$ cat config.mk
export PLATFORM = sky130hd
export DESIGN_NAME = iits_ram
export DESIGN_NICKNAME = d
export VERILOG_FILES = /design/src/rtl/iits_ram.sv
export SDC_FILE = /design/constraint.sdc
export NUM_CORES = 1
export LEC_CHECK = 0
export BUFFER_PORTS_ARGS = -buffer_cell sky130_fd_sc_hd__buf_2
export CORE_ASPECT_RATIO = 2
export CORE_MARGIN = 2
export CORE_UTILIZATION = 48
export DETAILED_ROUTE_END_ITERATION = 8
export HOLD_SLACK_MARGIN = 0.08
export PLACE_DENSITY = 0.67
export SLEW_MARGIN = 20
export SYNTH_ARGS = -nofsm -noshare
export SYNTH_HDL_FRONTEND = slang
export SYNTH_SLANG_ARGS = --single-unit
$ cat constraint.sdc
create_clock -name i_clk -period 6.5 [get_ports i_clk]
set_input_delay 1.3 -clock i_clk [delete_from_list [all_inputs] [get_ports i_clk]]
set_output_delay 1.3 -clock i_clk [all_outputs]
set_load 0.01 [all_outputs]
$ cat src/rtl/iits_ram.sv
`timescale 1ns / 1ps
// ============================================================================
// iits_ram
// simple dual-port ram, one write and one registered read port
// ============================================================================
module iits_ram #(
    parameter int  DEPTH = 16,
    parameter int  WIDTH = 64,
    localparam int AW    = $clog2(DEPTH)
) (
    input  logic             i_clk,
    input  logic             i_we,
    input  logic [AW-1:0]    i_waddr,
    input  logic [WIDTH-1:0] i_wdata,
    input  logic             i_re,
    input  logic [AW-1:0]    i_raddr,
    output logic [WIDTH-1:0] o_rdata
);

    logic [WIDTH-1:0] r_mem [DEPTH];
    logic [WIDTH-1:0] r_rdata;

    always_ff @(posedge i_clk) begin
        if (i_we) begin
            r_mem[i_waddr] <= i_wdata;
        end
    end

    // read data holds while no read is issued
    always_ff @(posedge i_clk) begin
        if (i_re) begin
            r_rdata <= r_mem[i_raddr];
        end
    end

    assign o_rdata = r_rdata;

endmodule

==> reports/metrics.yaml, run 1 <==
power_and_ir_drop:
  power_switching_mw: 2.863
  fin_total_pwr_mw: 14.23
  pwr-share-comb: 0.047
  p_int_mw: 11.37
  p_seq_frac: 0.559
  switching_share: 0.2011
  clkPwrFrac: 0.394
  leakage_nw: 14.41
  peakVddDrop_uv: 193.4
  powerDensity_mw_per_mm2: 313.3
sta:
  slew_headroom: 0.3335
  rsz0062_at_grt: "no"
  fin_crit_sh: 0.4780
  hold_viol: 0
  setup_ws_ps: 3393
  final_max_slew_viol_count: 0
  worst_pin_slew_ps: 997.7
  finClkSkew_ps: 15.52
  finalSetupTns_ps: 0
  final-setup-viol-count: 0
  fmax_mhz: 321.9
  fin_crit_ps: 3107
run:
  max_cap_violations: 0
logic_synthesis:
  syn_avg_cell_area_sq_um: 24.42
  synth_cells: 1647
  synth.net_count: 1722
  ys_seq_elements: 1088
  synth_seq_area_share: 0.8123
  ys.warnings.count: 0
  syn_area_sq_mm: 0.04022
  ys_types: 17
floorplan:
  die_height_um: 413.4
  num_rows: 150
  core_sq_mm: 0.08333
  die_w_um: 208.7
  die-area_sq_mm: 0.08627
  start_util: 0.4827
  io_pins: 139
detailed_routing:
  route.detailed.drc: 0
  wl_met3_um: 6031
  drt-initial-drc-count: 1911
  vias: 18320
  drtPass1Iterations: 7
  route.met2.wl_um: 46670
  vias_per_cell: 6.154
  wl_um: 89310
  topRoutingLayerUsed: "met5"
  antenna_left: 0
  avgRoutedWirePerCell_um: 30.00
  wl_met1_um: 34900
final_layout:
  multi_input_area_sq_mm: 0.007241
  final_common_cell: "edfxtp_1"
  mostFrequentLayoutCells: "edfxtp_1, mux4_2, buf_2"
  seq_area_sq_mm: 0.03267
  nFillCells: 6230
  syn2layout_area_growth_pct: 12.96
  drive_above_1_share: 0.3108
  num-nets-final: 1916
worst_setup_path:
  slowest_delay_ps: 630
  r2r_cells: 3
  arrival_ps: 3390
  rrSetupSlack_ps: 4920
  cpMostUsedCell: "buf_4"
  endpoint_kind: "register"
  start_kind: "input port"
  crit_path_max_fanout: 33
  crit_chain: "buf_2 -> or3b_2 -> nor3_4 -> buf_4 -> buf_4"
  worstSetupPathType: "in -> reg"
  worst_path_max_delay_cell: "buf_4"
  required_ps: 6790
placement:
  portBuffers: 138
  gp_congestion: 0.7178
  dpl_worst_slack_ps: 2673
  hpwl_um: 46290
clock_network:
  cts_setup_buffers: 0
  clock_sinks: 1088
  ctsResizeCount: 0
  clock_tree.root_cell: "clkbuf_16"
  clk_pin_slew_worst_paths_ps: 60
  cts_made_buffers: 87
  holdBufCountCts: 0
  htreeDepth: 3
  insertion_delay_ps: 660
  clk_path_buf_depth: 3
  cts_tree: "built"
global_routing:
  grt_antenna_before_repair: 10
  grtUsageTotal: 0.2091
  grt_overflow: 0
  first_global_vias: 19130
  grt_pass1_wl_um: 129300
  grt_max_degree: 96
hold_path:
  hp-class: "reg -> reg"
  hold_depth: 3
outcome:
  status: "finished, final reports clean"
[final cells by class]
class | instances | share of cell area
clock buffers | 106 | 0.05136
flip-flops and latches | 1088 | 0.7191
repair buffers | 189 | 0.02578
clock inverters | 53 | 0.01501
multi-input cells | 475 | 0.1594
diodes | 2 | 0.0001102
well taps | 1064 | 0.02930
[worst max-delay path: cells and delay by family]
family | cells | cell delay, ps
buffers and inverters | 3 | 1280
AND/OR/NAND/NOR | 2 | 750
[synth_stat cells]
master    number  area [sq um]
clkbuf_1      36         135.1
a22oi_1      128         960.9
or3b_2         1         8.760
nand2b_1       2         12.51
nand3b_1       2         15.01
buf_1         16         60.06
buf_6         13         146.4
nand2_1       65         244.0
and2_1         1         6.260
edfxtp_1    1088         32670
buf_2         13         65.06
nor2b_1        2         12.51
nor3_1         4         20.02
mux4_2       256          5766
nor2_1        13         48.80
buf_4          6         45.04
nand3_1        1         5.000
[cell families (layout without fill, tap and decap cells)]
family | after synthesis | after routing | share of synthesized area
AO/OA/AOI/OAI | 128 | 128 | 0.02389
other | 0 | 2 | 0
buffers and inverters | 84 | 348 | 0.01123
AND/OR/NAND/NOR | 91 | 91 | 0.009270
flip-flops | 1088 | 1088 | 0.8123
multiplexers | 256 | 256 | 0.1433
[stage by stage]
stage                     cell area (sq um)  cells  utilization  hold WS, ps
final                                 45430   2977       0.5452        740.9
after global placement                42370   2814       0.5085        725.2
after detailed placement              42410   2816       0.5090        727.8
after floorplan                       40230   1647            -        710.3
after CTS                             45430   2975       0.5452        734.5
after global routing                  45430   2975       0.5452        778.1
[per-layer routing]
metal | track usage | vias up
li1 | - | 7490
met1 | 0.2754 | 9933
met2 | 0.3604 | 756
met3 | 0.03897 | 128
met4 | 0.05690 | 14
met5 | 0 | -
[worst paths after layout]
kind,from,end
setup / recovery,i_waddr[2],r_mem[0][11]$_DFFE_PP_
hold / removal,r_mem[12][40]$_DFFE_PP_,o_rdata[40]$_DFFE_PP_
setup reg to reg,r_mem[1][6]$_DFFE_PP_,o_rdata[6]$_DFFE_PP_
hold reg to reg,r_mem[12][40]$_DFFE_PP_,o_rdata[40]$_DFFE_PP_
[sequential cells by signal, indices dropped and copies added, names as in the netlist]
signal,flops
r_mem,1024
o_rdata,64
[power by group through the flow]
stage / clock [mW] / combinational, mW / sequential [mW]
final: 5.61 / 0.674 / 7.95
after global routing: 5.95 / 0.730 / 7.96
after CTS: 5.71 / 0.689 / 7.95
after detailed placement: 0 / 0.687 / 8.11
after global placement: 0 / 0.667 / 8.10
after floorplan: 0 / 0.374 / 8.11
Note: power is estimated with default switching activity, not from simulation.
==> run 2, diff against run 1 <==
--- a/config.mk
+++ b/config.mk
@@ -11,7 +11,6 @@
 export CORE_UTILIZATION = 48
 export DETAILED_ROUTE_END_ITERATION = 8
 export HOLD_SLACK_MARGIN = 0.08
-export PLACE_DENSITY = 0.67
 export SLEW_MARGIN = 20
 export SYNTH_ARGS = -nofsm -noshare
 export SYNTH_HDL_FRONTEND = slang
==> constraint.sdc (replaced) <==
create_clock -name i_clk -period 3.1 [get_ports i_clk]
set_input_delay 0.62 -clock i_clk [delete_from_list [all_inputs] [get_ports i_clk]]
set_output_delay 0.62 -clock i_clk [all_outputs]
set_load 0.01 [all_outputs]
==> reports/metrics.yaml, run 2 (same netlist as run 1, synthesis figures left out) <==
outcome:
  status: "finished, final reports clean"
worst_setup_path:
  worstSetupPathType: "reg -> out"
  start_kind: "register"
  slowest_delay_ps: 480
  arrival_ps: 1330
  crit_path_max_fanout: 1
  path_delay_family: "flip-flops"
  crit_buf_inv: 1
  crit_chain: "buf_2"
  endpoint_kind: "output port"
  required_ps: 2480
  worst_path_max_delay_cell: "edfxtp_1"
floorplan:
  die_w_um: 208.7
  die-area_sq_mm: 0.08627
  num_rows: 150
  core_sq_mm: 0.08333
  start_util: 0.4827
  io_pins: 139
  die_height_um: 413.4
clock_network:
  clk_pin_slew_worst_paths_ps: 70
  cts_made_buffers: 90
  holdBufCountCts: 0
  clk_path_buf_depth: 3
  htreeDepth: 3
  insertion_delay_ps: 680
  ctsResizeCount: 0
  clock_sinks: 1088
  cts_tree: "built"
  clock_tree.root_cell: "clkbuf_16"
  cts_setup_buffers: 0
sta:
  finalSetupTns_ps: 0
  rsz0062_at_grt: "no"
  final-setup-viol-count: 0
  worst_pin_slew_ps: 814.7
  fmax_mhz: 511.6
  setup_ws_ps: 1145
  final_max_slew_viol_count: 0
  finClkSkew_ps: 22.40
  hold_viol: 0
  slew_headroom: 0.4556
  fin_crit_sh: 0.6305
  fin_crit_ps: 1955
detailed_routing:
  vias: 18330
  antenna_left: 0
  route.detailed.drc: 0
  drtPass1Iterations: 5
  wl_um: 91300
  drt-initial-drc-count: 1881
  vias_per_cell: 6.060
  avgRoutedWirePerCell_um: 30.19
final_layout:
  final_common_cell: "edfxtp_1"
  design_area_sq_mm: 0.04625
  mostFrequentLayoutCells: "edfxtp_1, mux4_2, buf_2"
  nFillCells: 6214
  largest_reg_flops: 1024
  drive_above_1_share: 0.3321
  num-nets-final: 1959
  syn2layout_area_growth_pct: 15.00
  regMostFlops: "r_mem"
  postLayoutCoreUtil: 0.5551
global_routing:
  grt_use_met1: 0.2918
  grt_max_degree: 65
  met3_usage: 0.03518
  first_global_vias: 19800
  grtUsageTotal: 0.2170
  grt.busiest_layer: "met2"
  grt_antenna_before_repair: 13
  grt_overflow: 0
  grt_pass1_wl_um: 133500
  grt_util_met2: 0.3729
hold_path:
  hp-class: "in -> reg"
placement:
  gp_congestion: 0.7148
  dpl_worst_slack_ps: 594.3
  portBuffers: 138
  dpl-instance-area_sq_mm: 0.04331
  hpwl_um: 47250
power_and_ir_drop:
  peakVddDrop_uv: 438.9
  leakage_nw: 14.75
  powerDensity_mw_per_mm2: 639.4
run:
  max_cap_violations: 0
[run 2: cell types whose count changed in the layout (fill, tap and decap cells not counted), moves of 2 or more]
cell / before / now
buf_12: 6 / 52
buf_4: 46 / 40
bufinv_16: 16 / 11
clkbuf_1: 15 / 7
clkinv_1: 16 / 14
clkinv_2: 13 / 27
clkinvlp_4: 4 / 7
inv_6: 2 / 6
nor3_2: 3 / 0
nor3_4: 1 / 4
[run 2: final cells by class]
class                           count  area [sq um]  area share
Clock inverter                     68         656.9     0.01420
Antenna cell                        3         7.507   0.0001623
Tap cell                         1064          1331     0.02878
Multi-Input combinational cell    475          7262      0.1570
Clock buffer                       97          2278     0.04926
Sequential cell                  1088         32670      0.7063
Timing Repair Buffer              229          2047     0.04425
[run 2: layer usage]
layer  up-vias  share of wire
li1       7592              -
met3       133          0.060
met1      9969           0.40
met5         -        0.00083
met2       620           0.52
met4        12          0.020
[run 2: power by group]
group          internal (mW)  switching, mW  leakage (nW)  total, mW
sequential              16.6          0.103          9.89       16.7
clock                   6.28           5.13          1.44       11.4
combinational          0.625          0.877          3.41       1.50
[run 2: stage by stage]
step | std cells | total power [mW] | hold WS (ps)
after global routing | 3022 | 30.47 | 307.6
final | 3024 | 29.57 | 313.6
after global placement | 2856 | 18.47 | 727.8
after CTS | 3021 | 29.86 | 265.6
after floorplan | 1647 | 17.78 | 710.3
after detailed placement | 2856 | 18.52 | 733.4
[run 2: worst paths after layout]
kind	startpoint	to	slack (ps)	cells past startpoint
setup / recovery	o_rdata[20]$_DFFE_PP_	o_rdata[20]	1150	1
hold / removal	i_wdata[18]	r_mem[10][18]$_DFFE_PP_	310	1
setup reg to reg	r_mem[11][10]$_DFFE_PP_	o_rdata[10]$_DFFE_PP_	1630	3
hold reg to reg	r_mem[12][15]$_DFFE_PP_	o_rdata[15]$_DFFE_PP_	750	3
